File: src/sv/tvb_pkg.sv
package tvb_pkg;

   typedef enum logic [2:0] {
      ST_OK         = 3'd0,
      ST_BAD_SYNC   = 3'd1,
      ST_NO_START   = 3'd2,
      ST_OTHER_PID  = 3'd3,
      ST_BAD_LENGTH = 3'd4,
      ST_TABLE_ID   = 3'd5
   } status_type;

   typedef struct packed {
      logic [7:0] data;
      logic       packet_end;
      status_type status;
   } word_type;

   localparam logic [7:0]  SYNC_BYTE       = 8'h47;
   localparam logic [7:0]  START_FLAG      = 8'h40;
   localparam logic [7:0]  PAT_TABLE_ID    = 8'h00;
   localparam logic [7:0]  PMT_TABLE_ID    = 8'h02;
   localparam logic [9:0]  MAX_SECTION_LEN = 10'd1021;
   localparam logic [1:0]  RESERVED_BITS   = 2'b11;
   localparam logic [12:0] PAT_PID         = 13'd0;

   localparam int OFS_PID_HI   = 1;
   localparam int OFS_PID_LO   = 2;
   localparam int OFS_TABLE_ID = 5;
   localparam int OFS_LEN_HI   = 6;
   localparam int OFS_LEN_LO   = 7;
   localparam int OFS_VERSION  = 10;
   localparam int OFS_MAP_HI   = 15;
   localparam int OFS_MAP_LO   = 16;

endpackage

File: src/sv/tvb_check.sv
module tvb_check import tvb_pkg::*; #(
   parameter int PacketBytes = 188
) (
   input  logic       clock,
   input  logic       reset,
   input  logic       accept,
   input  logic [7:0] data,
   output word_type   word
);

   localparam int PosW = $clog2(PacketBytes);
   localparam logic [PosW-1:0] LAST_POS  = PosW'(PacketBytes - 1);
   localparam logic [PosW-1:0] P_PID_HI  = PosW'(OFS_PID_HI);
   localparam logic [PosW-1:0] P_PID_LO  = PosW'(OFS_PID_LO);
   localparam logic [PosW-1:0] P_TID     = PosW'(OFS_TABLE_ID);
   localparam logic [PosW-1:0] P_LEN_HI  = PosW'(OFS_LEN_HI);
   localparam logic [PosW-1:0] P_LEN_LO  = PosW'(OFS_LEN_LO);
   localparam logic [PosW-1:0] P_VERSION = PosW'(OFS_VERSION);
   localparam logic [PosW-1:0] P_MAP_HI  = PosW'(OFS_MAP_HI);
   localparam logic [PosW-1:0] P_MAP_LO  = PosW'(OFS_MAP_LO);

   logic [PosW-1:0] pos_ff, pos_in;
   status_type      status_ff, status_in;
   logic [4:0]      pid_hi_ff, pid_hi_in;
   logic            is_pat_ff, is_pat_in;
   logic            is_pmt_ff, is_pmt_in;
   logic [1:0]      len_hi_ff, len_hi_in;
   logic [4:0]      map_hi_ff, map_hi_in;
   logic [12:0]     map_pid_ff, map_pid_in;
   logic            map_known_ff, map_known_in;

   status_type status_base;
   logic       base_pat, base_pmt, ok, last;
   logic [12:0] pid;
   logic [9:0]  sec_len;
   logic [4:0]  version;
   logic [7:0]  data_o;

   always_comb begin
      if (pos_ff == '0) begin
         status_base = (data != SYNC_BYTE) ? ST_BAD_SYNC : ST_OK;
         base_pat    = 1'b0;
         base_pmt    = 1'b0;
      end else begin
         status_base = status_ff;
         base_pat    = is_pat_ff;
         base_pmt    = is_pmt_ff;
      end
      ok      = (status_base == ST_OK);
      pid     = {pid_hi_ff, data};
      sec_len = {len_hi_ff, data};
      version = data[5:1] + 5'd1;

      status_in    = status_base;
      is_pat_in    = base_pat;
      is_pmt_in    = base_pmt;
      pid_hi_in    = pid_hi_ff;
      len_hi_in    = len_hi_ff;
      map_hi_in    = map_hi_ff;
      map_pid_in   = map_pid_ff;
      map_known_in = map_known_ff;
      data_o       = data;

      unique case (pos_ff)
         P_PID_HI: begin
            pid_hi_in = data[4:0];
            if (ok && ((data & START_FLAG) == 8'h00)) status_in = ST_NO_START;
         end
         P_PID_LO: begin
            if (ok) begin
               priority if (pid == PAT_PID) is_pat_in = 1'b1;
               else if (map_known_ff && pid == map_pid_ff) is_pmt_in = 1'b1;
               else status_in = ST_OTHER_PID;
            end
         end
         P_TID: begin
            if (ok && data != (base_pat ? PAT_TABLE_ID : PMT_TABLE_ID))
               status_in = ST_TABLE_ID;
         end
         P_LEN_HI: len_hi_in = data[1:0];
         P_LEN_LO: begin
            if (ok && sec_len > MAX_SECTION_LEN) status_in = ST_BAD_LENGTH;
         end
         P_VERSION: begin
            if (ok) data_o = {RESERVED_BITS, version, data[0]};
         end
         P_MAP_HI: begin
            if (ok && base_pat) map_hi_in = data[4:0];
         end
         P_MAP_LO: begin
            if (ok && base_pat) begin
               map_pid_in   = {map_hi_ff, data};
               map_known_in = 1'b1;
            end
         end
         default: ;
      endcase

      last   = (pos_ff == LAST_POS);
      pos_in = last ? '0 : pos_ff + 1'b1;

      word.data       = data_o;
      word.packet_end = last;
      word.status     = last ? status_in : ST_OK;
   end

   always_ff @(posedge clock) begin
      if (reset) begin
         pos_ff       <= '0;
         status_ff    <= ST_OK;
         pid_hi_ff    <= '0;
         is_pat_ff    <= 1'b0;
         is_pmt_ff    <= 1'b0;
         len_hi_ff    <= '0;
         map_hi_ff    <= '0;
         map_pid_ff   <= '0;
         map_known_ff <= 1'b0;
      end else if (accept) begin
         pos_ff       <= pos_in;
         status_ff    <= status_in;
         pid_hi_ff    <= pid_hi_in;
         is_pat_ff    <= is_pat_in;
         is_pmt_ff    <= is_pmt_in;
         len_hi_ff    <= len_hi_in;
         map_hi_ff    <= map_hi_in;
         map_pid_ff   <= map_pid_in;
         map_known_ff <= map_known_in;
      end
   end

`ifndef SYNTH
   a_pos_range: assert property (@(posedge clock) disable iff (reset)
      pos_ff <= LAST_POS) else $error("byte position out of range");
   a_one_table: assert property (@(posedge clock) disable iff (reset)
      !(is_pat_ff && is_pmt_ff)) else $error("packet flagged as both tables");
   a_learn_at_map: assert property (@(posedge clock) disable iff (reset)
      $rose(map_known_ff) |-> $past(accept && pos_ff == P_MAP_LO && is_pat_ff))
      else $error("map pid learned outside association table");
`endif

endmodule

File: src/sv/tvb_out.sv
module tvb_out import tvb_pkg::*; (
   input  logic     clock,
   input  logic     reset,
   input  logic     in_valid,
   input  word_type in_word,
   output logic     full,
   output logic     out_valid,
   input  logic     out_stall,
   output word_type out_word
);

   logic     out_vld_ff, out_vld_in;
   logic     skid_vld_ff, skid_vld_in;
   word_type out_ff, out_in;
   word_type skid_ff, skid_in;
   logic     pop;

   assign pop       = out_vld_ff && !out_stall;
   assign full      = skid_vld_ff;
   assign out_valid = out_vld_ff;
   assign out_word  = out_ff;

   always_comb begin
      out_vld_in  = out_vld_ff;
      skid_vld_in = skid_vld_ff;
      out_in      = out_ff;
      skid_in     = skid_ff;
      if (skid_vld_ff) begin
         if (pop) begin
            out_in      = skid_ff;
            skid_vld_in = 1'b0;
         end
      end else if (in_valid) begin
         if (!out_vld_ff || pop) begin
            out_in     = in_word;
            out_vld_in = 1'b1;
         end else begin
            skid_in     = in_word;
            skid_vld_in = 1'b1;
         end
      end else if (pop) begin
         out_vld_in = 1'b0;
      end
   end

   always_ff @(posedge clock) begin
      if (reset) begin
         out_vld_ff  <= 1'b0;
         skid_vld_ff <= 1'b0;
      end else begin
         out_vld_ff  <= out_vld_in;
         skid_vld_ff <= skid_vld_in;
      end
      out_ff  <= out_in;
      skid_ff <= skid_in;
   end

`ifndef SYNTH
   a_skid_behind_out: assert property (@(posedge clock) disable iff (reset)
      skid_vld_ff |-> out_vld_ff) else $error("skid word without output word");
   a_no_push_full: assert property (@(posedge clock) disable iff (reset)
      in_valid |-> !skid_vld_ff) else $error("word pushed into full buffer");
   a_skid_fill: assert property (@(posedge clock) disable iff (reset)
      (in_valid && out_vld_ff && out_stall) |=> skid_vld_ff)
      else $error("stalled push not held in skid");
`endif

endmodule

File: src/sv/ts_table_version_bumper.sv
// Each accepted byte is registered in the output register (skid register on stall).
// Throughput: one byte per cycle while req_stall is low; checks are combinational.
// A two-word output buffer keeps req_ open while one result waits on rsp_stall.
// Reset (synchronous): packet alignment restarts at byte 0, learned map PID cleared,
// output buffer emptied.
module ts_table_version_bumper import tvb_pkg::*; #(
   parameter int PACKET_BYTES = 188
) (
   input  logic       clock,
   input  logic       reset,
   input  logic       req_valid,
   output logic       req_stall,
   input  logic [7:0] req_data_in,
   output logic       rsp_valid,
   input  logic       rsp_stall,
   output logic [7:0] rsp_data_out,
   output logic       rsp_packet_end,
   output logic [2:0] rsp_status
);

   logic     accept;
   logic     full;
   word_type chk_word;
   word_type rsp_word;

   assign req_stall = full;
   assign accept    = req_valid && !full;

   tvb_check #(.PacketBytes(PACKET_BYTES)) u_check (
      .clock  (clock),
      .reset  (reset),
      .accept (accept),
      .data   (req_data_in),
      .word   (chk_word)
   );

   tvb_out u_out (
      .clock     (clock),
      .reset     (reset),
      .in_valid  (accept),
      .in_word   (chk_word),
      .full      (full),
      .out_valid (rsp_valid),
      .out_stall (rsp_stall),
      .out_word  (rsp_word)
   );

   assign rsp_data_out   = rsp_word.data;
   assign rsp_packet_end = rsp_word.packet_end;
   assign rsp_status     = rsp_word.status;

endmodule
File: config.mk
export PLATFORM = sky130hd
export DESIGN_NAME = ts_table_version_bumper
export DESIGN_NICKNAME = d
export VERILOG_FILES = /design/src/sv/tvb_pkg.sv /design/src/sv/tvb_check.sv /design/src/sv/tvb_out.sv /design/src/sv/ts_table_version_bumper.sv
export SDC_FILE = /design/constraint.sdc
export NUM_CORES = 1
export LEC_CHECK = 0
export BUFFER_PORTS_ARGS = -buffer_cell sky130_fd_sc_hd__buf_2
export CORE_MARGIN = 4
export CORE_UTILIZATION = 45
export CTS_CLUSTER_DIAMETER = 100
export DETAILED_ROUTE_END_ITERATION = 6
export PLACE_DENSITY_LB_ADDON = 0.3
export SLEW_MARGIN = 30
export SYNTH_ARGS = -nofsm -noshare
export SYNTH_HDL_FRONTEND = slang
export SYNTH_SLANG_ARGS = --single-unit
File: constraint.sdc
create_clock -name clock -period 5.8 [get_ports clock]
set_input_delay 0.29 -clock clock [delete_from_list [all_inputs] [get_ports clock]]
set_output_delay 0.29 -clock clock [all_outputs]
set_load 0.01 [all_outputs]
==> flow_summary.json, run 1 <==
{
  "max-slew-margin-rel": 0.539,
  "synth_compound_area_frac": 0.0569,
  "yosysWarnings": 0,
  "track_usage": 0.154,
  "r2r_start": "u_check.pos_ff[1]",
  "grt_pass1_wl_mm": 10.0,
  "switchingPower_w": 0.000237,
  "critical_path_class": "reg -> reg",
  "io_buffers": 25,
  "synth_xor_xnor_area_share": 0.0654,
  "whs_path_depth": 3,
  "netlist_area_sq_mm": 0.00308,
  "synthSimpleGateAreaFrac": 0.213,
  "dpl_cell_area_sq_mm": 0.00322,
  "syn_inst": 298,
  "avgSynthCellArea_sq_um": 10.3,
  "cts-root-to-sink-buffers": 2,
  "ctsResizeCount": 0,
  "fin_cells": 398,
  "gp_congestion": 0.863,
  "rows": 29,
  "fin_worst_skew_ps": 10.5,
  "crit_slowest_cell": "a2111oi_4",
  "vias": 2173,
  "post_cts_buffers": 0,
  "die_h_um": 90.7,
  "hp-class": "in -> reg",
  "ant_nets": 0,
  "synth_seq_cells": 64,
  "status": "finished clean",
  "period_share": 0.463,
  "dp.cells": 382,
  "cts_hold_buf": 0,
  "grt-ovfl-total": 0,
  "leakagePower_nw": 1.23,
  "cts_buffers": 9,
  "path_cells": "inv_1, ha_1, nor3b_1, nand3_2, a2111oi_4, mux2_2, mux2_2",
  "fin_hold_ws_ps": 273,
  "cpMostUsedCell": "mux2_2",
  "period_needed_ps": 2680,
  "hold_violations": 0,
  "dieArea_sq_mm": 0.00823,
  "synth_top_family_by_area": "simple AND/OR/NAND/NOR gates",
  "drive_gt1_frac": 0.184,
  "cp_top_family": "multiplexers",
  "synth_mux_area_frac": 0.118,
  "first_global_vias": 1996,
  "finalSetupTns_ps": 0,
  "ff2ff_path_depth": 7,
  "grt_max_degree": 35,
  "via_per_inst": 5.46,
  "ys_types": 47,
  "cp_num_buf_inv": 1,
  "hpwlAfterDp_mm": 4.21,
  "antenna_found_initial": 0,
  "cts_tree": "built",
  "totalWireLength_mm": 5.99,
  "reg2reg_to": "u_out.out_word[6]",
  "clkTransAtPathRegs_ps": 70,
  "cp-start-kind": "flip-flop",
  "worst-endpoint-arrival_ps": 2770,
  "yosysSeqAreaShare": 0.494,
  "grt_setup_unrepaired": "false",
  "coreArea_sq_mm": 0.00649,
  "syn_nets": 315,
  "fin_util": 0.526,
  "synth_edf_count": 24,
  "io_pins": 26,
  "slowest_delay_ps": 520,
  "p_per_area_mw_per_mm2": 278,
  "peakVddDrop_mv": 0.106,
  "detail_route.first_pass.iterations": 4,
  "numClockSinks": 64,
  "p_seq_frac": 0.520,
  "fmax_mhz": 373,
  "ys_async_sr_fraction": 0,
  "drc": 0,
  "r2r_slack_ps": 3120,
  "first_iter_violations": 150,
  "insertion_delay_ps": 340,
  "antenna_cells": 0,
  "maxSlewViolCount": 0,
  "drv_cap": 0,
  "end_kind": "flip-flop",
  "initial_utilization": 0.474,
  "final_nets": 333,
  "setup_viol": 0,
  "wl_per_cell_um": 15.0,
  "synthFlopType": "dfxtp_1",
  "pwr-share-comb": 0.101,
  "fin_area_sq_mm": 0.00342,
  "p_clk_frac": 0.380,
  "htreeDepth": 3,
  "tightest_slew_ps": 691,
  "cp.required_ps": 5890,
  "die_x_um": 90.7,
  "p_int_w": 0.000713,
  "areaGrowthSynthToFinish_pct": 11.0,
  "crit_fanout": 7,
  "synth_fa_ha_area_frac": 0.0203,
  "clockRootBuffer": "clkbuf_8",
  "hold_end": "u_out.out_valid",
  "hp-start": "req_valid",
  "switching_share": 0.250
}
area by class of cell:
class | count | area, sq um
well taps | 77 | 96.3
multi-input cells | 212 | 1460
fillers | 575 | 3080
flip-flops and latches | 64 | 1520
repair buffers | 26 | 133
inverters | 3 | 11.3
clock inverters | 4 | 26.3
clock buffers | 12 | 166
registers in the layout (all words and copies together) (netlist names):
signal                count
u_out.out_word           12
u_check.map_known_ff      1
u_out.out_valid           1
u_check.status_ff         3
u_check.map_pid_ff       13
u_out.full                1
u_check.pid_hi_ff         5
u_out.skid_ff            12
u_check.map_hi_ff         5
u_check.is_pat_ff         1
u_check.len_hi_ff         2
u_check.pos_ff            8
worst max-delay path by stage:
stage	from	to	slack, ps	cells after the start
6_report	u_check.pos_ff[1]	u_out.out_word[6]	3120	7
5_1_grt	u_check.pos_ff[1]	u_out.out_word[6]	2980	7
4_1_cts	u_check.pos_ff[1]	u_out.out_word[6]	3130	7
3_5_place_dp	u_check.pos_ff[0]	u_out.out_word[6]	3150	7
3_3_place_gp	u_check.pos_ff[0]	u_out.out_word[6]	3250	7
2_1_floorplan	u_check.pos_ff[0]	u_out.out_word[6]	3420	7
metal layers:
layer  wire length, um  share of wire  GRT usage  vias up
met4                72          0.012     0.0548        0
met5                 0              0          0        -
li1                  -              -          -     1093
met2              2660           0.44      0.218       59
met1              2940           0.49      0.210     1015
met3               314          0.052     0.0608        6
power by group through the flow:
stage / Sequential (W) / Combinational (W) / Clock, W
global route: 0.000495 / 0.000105 / 0.000393
floorplan: 0.000504 / 0.0000655 / 0
CTS: 0.000494 / 0.0000958 / 0.000368
detailed placement: 0.000504 / 0.0000951 / 0
finish: 0.000493 / 0.0000955 / 0.000361
global placement: 0.000503 / 0.0000934 / 0
cells by family (layout without fill, tap and decap cells):
| group | Yosys count | in the layout |
|---|---|---|
| flops | 64 | 64 |
| xor+xnor | 23 | 23 |
| mux | 35 | 35 |
| fa+ha+maj | 5 | 5 |
| simple gates | 123 | 123 |
| buf+inv | 22 | 45 |
| compound gates | 26 | 26 |
metrics by stage:
stage / setup slack (ps) / total power, W
6_report: 3120 / 0.000950
5_1_grt: 2980 / 0.000993
4_1_cts: 3130 / 0.000958
3_5_place_dp: 3150 / 0.000599
3_3_place_gp: 3250 / 0.000596
2_1_floorplan: 3420 / 0.000569
layout by cell type (no fill, tap or decap), drive strengths merged, types with 2 or more instances in the layout:
master / count
nor3: 11
or3: 2
nor3b: 4
or2: 2
nor4: 4
nor2b: 4
and4: 2
o21ai: 6
clkbuf: 12
buf: 26
nand3: 4
dfxtp: 40
ha: 5
xnor2: 18
clkinv: 3
a21oi: 11
xor2: 5
and3: 5
edfxtp: 24
nand2: 15
a211oi: 2
nand4: 10
mux2i: 25
inv: 3
nor2: 51
nand2b: 4
mux2: 10
tightest hold or removal path: stages:
cell	delay [ps]
buf_2	110
nand2b_1	90
a21oi_1	60
cell usage after synthesis (2+ instances only):
cell      instances  area share
nor2_1           50       0.061
dfxtp_1          40        0.26
mux2i_1          25       0.081
edfxtp_1         24        0.23
xnor2_1          18       0.051
nand2_1          15       0.018
clkbuf_1         13       0.016
a21oi_1          11       0.018
nor3_1           11       0.018
nand4_1          10       0.020
mux2_2            8       0.029
and3_1            5       0.010
ha_1              5       0.020
xor2_1            5       0.014
buf_2             4      0.0065
nand2b_1          4      0.0081
nor2b_1           4      0.0081
inv_1             3      0.0037
nand3_1           3      0.0049
nor3b_1           3      0.0073
o21ai_0           3      0.0049
a211oi_1          2      0.0049
and4_1            2      0.0057
mux2_1            2      0.0073
nor4_1            2      0.0041
nor4_4            2       0.014
o21ai_1           2      0.0033
or2_1             2      0.0041
or3_1             2      0.0041
(Power assumes the default switching activity.)
==> run 2, diff against run 1 <==
==> constraint.sdc (replaced) <==
create_clock -name clock -period 2.4 [get_ports clock]
set_input_delay 0.12 -clock clock [delete_from_list [all_inputs] [get_ports clock]]
set_output_delay 0.12 -clock clock [all_outputs]
set_load 0.01 [all_outputs]
==> flow_summary.json, run 2 (synthesis results as in run 1) <==
{
  "status": "finished clean",
  "end_kind": "flip-flop",
  "largest_register_ffs": 13,
  "final_nets": 357,
  "p_clk_frac": 0.345,
  "period_needed_ps": 2300,
  "grt_max_degree": 28,
  "io_buffers": 25,
  "vias": 2233,
  "antenna_cells": 0,
  "cts_hold_buf": 0,
  "dpl_cell_area_sq_mm": 0.00340,
  "period_share": 0.958,
  "numClockSinks": 64,
  "largest-register": "u_check.map_pid_ff",
  "first_iter_violations": 114,
  "areaGrowthSynthToFinish_pct": 17.4,
  "switchingPower_w": 0.000581,
  "max-slew-margin-rel": 0.626,
  "final_cell_mix": "50 x nor2_1, 39 x dfxtp_1, 25 x mux2i_1, 25 x buf_2",
  "r2r_start": "u_check.pos_ff[1]",
  "grt_pass1_wl_mm": 10.8,
  "io_pins": 26,
  "p_seq_frac": 0.527,
  "fin_area_sq_mm": 0.00361,
  "detail_route.first_pass.iterations": 4,
  "hp-class": "in -> reg",
  "via_per_inst": 5.29,
  "finalSetupTns_ps": 0,
  "initial_utilization": 0.474,
  "cts_buffers": 9,
  "fin_worst_skew_ps": 9.74,
  "tightest_slew_ps": 561,
  "clkTransAtPathRegs_ps": 60,
  "antenna_found_initial": 0,
  "hpwlAfterDp_mm": 4.56,
  "cp-start-kind": "flip-flop",
  "final_common_cell": "nor2_1",
  "drv_cap": 0,
  "track_usage": 0.166,
  "insertion_delay_ps": 340,
  "rows": 29,
  "p_per_area_mw_per_mm2": 622,
  "die_h_um": 90.7,
  "worst-endpoint-arrival_ps": 2390,
  "clockRootBuffer": "clkbuf_8",
  "critical_path.startpoint": "u_check.pos_ff[1]",
  "n_fill_cell": 553,
  "grt-ovfl-total": 0,
  "drive_gt1_frac": 0.255,
  "hold_violations": 0,
  "pwr-share-comb": 0.129,
  "hp-start": "reset",
  "grt_setup_unrepaired": "true",
  "critical_path_class": "reg -> reg",
  "wl_per_cell_um": 14.7,
  "p_int_w": 0.00167,
  "totalWireLength_mm": 6.22,
  "peakVddDrop_mv": 0.240,
  "crit_fanout": 7,
  "dieArea_sq_mm": 0.00823,
  "fmax_mhz": 435,
  "first_global_vias": 2233,
  "coreArea_sq_mm": 0.00649,
  "switching_share": 0.258,
  "ant_nets": 0,
  "die_x_um": 90.7,
  "cts_tree": "built",
  "htreeDepth": 3,
  "maxSlewViolCount": 0,
  "gp_congestion": 0.920,
  "cts-root-to-sink-buffers": 2,
  "drc": 0,
  "cp.required_ps": 2490,
  "leakagePower_nw": 1.35,
  "power_w": 0.00225,
  "setup_viol": 0
}
run 2: area by class of cell:
class / count / area [sq um] / share of cell area
repair buffers: 50 / 325 / 0.0900
multi-input cells: 212 / 1490 / 0.413
well taps: 77 / 96.3 / 0.0267
clock inverters: 6 / 36.3 / 0.0100
clock buffers: 10 / 128 / 0.0353
flip-flops and latches: 64 / 1520 / 0.421
inverters: 3 / 11.3 / 0.00312
run 2: worst max-delay path, cell delays in order, from the launching register on:
cell,delay [ps]
dfxtp_1,320
inv_2,70
ha_4,130
nor3b_4,210
nand3_2,120
a2111oi_4,370
buf_4,200
nand4_1,180
xnor2_2,190
mux2_2,260
run 2: through the flow:
step	cells	hold WS, ps	setup slack, ps	util
6_report	422	79.6	102	0.556
5_1_grt	422	80.0	-23.8	0.556
4_1_cts	420	75.8	50.2	0.549
3_5_place_dp	404	435	8.46	0.523
3_3_place_gp	404	430	48.4	0.523
2_1_floorplan	298	219	17.7	-
run 2: path summary, 6_finish.rpt:
path | to | slack, ps | depth (start not counted)
worst max-delay path | u_out.out_word[8] | 100 | 9
worst min-delay path | u_out.out_valid | 80 | 2
worst max register to register | u_out.out_word[8] | 100 | 9
worst min register to register | u_check.map_known_ff | 490 | 2
run 2: timing repair:
item / CTS / global route
resized for setup: 1 / 8
pin swaps: 0 / 4
setup buffers: 0 / 2
setup endpoints to repair: 1 / 8
run 2: power by group through the flow:
stage	registers (W)	clock network, W	logic (W)
floorplan	0.00122	0	0.000158
global placement	0.00121	0	0.000276
detailed placement	0.00121	0	0.000279
CTS	0.00118	0.000801	0.000281
global route	0.00119	0.000859	0.000320
finish	0.00118	0.000775	0.000289
run 2: metal layers:
layer / up-vias / wire length, um / track usage
li1: 1129 / - / -
met1: 1044 / 3000 / 0.219
met2: 49 / 2840 / 0.253
met3: 11 / 284 / 0.0542
met4: 0 / 89 / 0.0612
met5: - / 0 / 0
==> run 3, diff against run 2 <==
--- a/config.mk
+++ b/config.mk
@@ -5,6 +5,7 @@
 export SDC_FILE = /design/constraint.sdc
 export NUM_CORES = 1
 export LEC_CHECK = 0
+export ABC_AREA = 1
 export BUFFER_PORTS_ARGS = -buffer_cell sky130_fd_sc_hd__buf_2
 export CORE_MARGIN = 4
 export CORE_UTILIZATION = 45
==> flow_summary.json, run 3 <==
{
  "ys_top_cells_by_count": "95 x nand2_1, 59 x inv_1, 43 x nor2_1, 40 x dfxtp_1, 28 x o21ai_0",
  "grt_setup_unrepaired": "false",
  "drv_cap": 0,
  "period_share": 0.892,
  "yosys-top-cells-area": "dfxtp_1 25%, edfxtp_1 22%, nand2_1 11%, inv_1 6.9%, nor2_1 5.0%",
  "clockRootBuffer": "clkbuf_8",
  "yosysSeqAreaShare": 0.473,
  "p_clk_frac": 0.367,
  "syn_inst": 410,
  "detail_route.first_pass.iterations": 6,
  "synth_seq_cells": 64,
  "p_seq_frac": 0.518,
  "insertion_delay_ps": 350,
  "wl_per_cell_um": 12.6,
  "period_needed_ps": 2140,
  "crit_fanout": 27,
  "switchingPower_w": 0.000592,
  "vias": 2699,
  "hpwlAfterDp_mm": 4.91,
  "totalWireLength_mm": 6.88,
  "cts_hold_buf": 0,
  "htreeDepth": 3,
  "ant_nets": 0,
  "io_buffers": 25,
  "final_cell_mix": "95 x nand2_1, 59 x inv_1, 43 x nor2_1",
  "ys_types": 37,
  "maxSlewViolCount": 0,
  "cp.required_ps": 2680,
  "r2r_slack_ps": 260,
  "cts_tree": "built",
  "antenna_cells": 0,
  "p_int_w": 0.00168,
  "final_nets": 461,
  "rows": 30,
  "yosysWarnings": 0,
  "synthFlopType": "dfxtp_1",
  "finalSetupTns_ps": 0,
  "die_x_um": 92.5,
  "gp_congestion": 0.864,
  "io_pins": 26,
  "end_kind": "flip-flop",
  "grt_max_degree": 28,
  "setup_viol": 0,
  "grt_pass1_wl_mm": 11.6,
  "initial_utilization": 0.468,
  "areaGrowthSynthToFinish_pct": 13.2,
  "pwr-share-comb": 0.115,
  "hp-class": "in -> reg",
  "fmax_mhz": 467,
  "antenna_found_initial": 0,
  "switching_share": 0.260,
  "hold_violations": 0,
  "synth_top_cell_by_area": "dfxtp_1",
  "leakagePower_nw": 1.53,
  "cp-start-kind": "flip-flop",
  "critical_path_class": "reg -> reg",
  "drc": 0,
  "cts-root-to-sink-buffers": 2,
  "slowest_delay_ps": 370,
  "crit_slowest_cell": "dfxtp_1",
  "grt-ovfl-total": 0,
  "netlist_area_sq_mm": 0.00321,
  "synth_edf_count": 24,
  "path_cells": "inv_1, ha_1, nand2_2, nor2_4, nand2_1, nand2_2, nor2_4, buf_4, nand3_4, nor2_8, o21ai_0, a21oi_1",
  "met1_length_mm": 3.19,
  "first_global_vias": 2462,
  "status": "finished clean",
  "wl_met2_mm": 3.16,
  "coreArea_sq_mm": 0.00687,
  "max-slew-margin-rel": 0.597,
  "final_common_cell": "nand2_1",
  "tightest_slew_ps": 602,
  "fin_util": 0.530,
  "wl_met3_um": 369,
  "cts_buffers": 9,
  "n_fill_cell": 690,
  "worst-endpoint-arrival_ps": 2420,
  "yosysTopAreaCellShare": 0.249,
  "ys_async_sr_fraction": 0,
  "synth.most_common_cell": "nand2_1",
  "syn_nets": 427,
  "numClockSinks": 64,
  "fin_worst_skew_ps": 7.81,
  "p_per_area_mw_per_mm2": 625,
  "via_per_inst": 4.95,
  "drive_gt1_frac": 0.165,
  "track_usage": 0.172,
  "die_h_um": 92.5,
  "largest-register": "u_check.map_pid_ff",
  "avgSynthCellArea_sq_um": 7.84,
  "top_layer": "met4",
  "largest_register_ffs": 13,
  "first_iter_violations": 186,
  "peakVddDrop_mv": 0.285,
  "clkTransAtPathRegs_ps": 70,
  "dieArea_sq_mm": 0.00856
}
==> run 3: worst paths after layout <==
path                             start                endpoint  cells after the start
setup / recovery     u_check.pos_ff[0]   u_check.map_pid_ff[2]                     12
hold / removal          req_data_in[0]        u_out.skid_ff[4]                      1
setup reg to reg     u_check.pos_ff[0]   u_check.map_pid_ff[2]                     12
hold reg to reg   u_check.map_hi_ff[4]  u_check.map_pid_ff[12]                      2
==> run 3: cell families after synthesis <==
| logic type | synth area share |
|---|---|
| buffers and inverters | 0.0942 |
| AOI/OAI and AO/OA | 0.131 |
| DFF | 0.473 |
| and+or+nand+nor | 0.271 |
| adders and majority gates | 0.0195 |
| xor gates and xnor gates | 0.0109 |
==> run 3: timing repair <==
item                       in CTS  in global routing
setup endpoints to repair       0                  2
resized for setup               0                  1
setup buffers                   0                  4
==> run 3: power by group through the flow <==
stage	Clock, W	Sequential, W	Combinational, W
floorplan	0	0.00121	0.000162
CTS	0.000857	0.00118	0.000241
finish	0.000835	0.00118	0.000262
detailed placement	0	0.00120	0.000240
global route	0.000908	0.00118	0.000295
global placement	0	0.00120	0.000236
==> run 3: worst max-delay path: cells and delay by family (launching register included) <==
| family | cells | cell delay (ps) |
|---|---|---|
| AO/OA/AOI/OAI | 2 | 280 |
| adder cells (fa/ha/maj) | 1 | 210 |
| buffers and inverters | 2 | 280 |
| flip-flops | 1 | 370 |
| AND/OR/NAND/NOR | 7 | 920 |
==> run 3: layout make-up <==
cell class	instances	area (sq um)	area share
repair buffers	33	185	0.0509
flip-flops and latches	64	1520	0.418
clock inverters	3	17.5	0.00481
well taps	96	120	0.0330
inverters	64	240	0.0660
multi-input cells	272	1400	0.384
clock buffers	13	159	0.0437
==> run 3: per-stage QoR <==
step	hold slack (ps)	power [W]	area (sq um)	std cells	worst slack (ps)
after global routing	70.8	0.00238	3640	545	49.5
after global placement	404	0.00144	3430	525	303
after detailed placement	408	0.00144	3430	525	216
final	66.8	0.00228	3640	545	260
after CTS	47.3	0.00228	3600	541	206
after floorplan	219	0.00137	3210	410	571
==> run 3: routing by layer <==
layer | GRT usage | vias to the layer above
met5 | 0 | -
met2 | 0.268 | 82
met3 | 0.0341 | 16
met1 | 0.224 | 1203
met4 | 0.0903 | 0
li1 | - | 1398
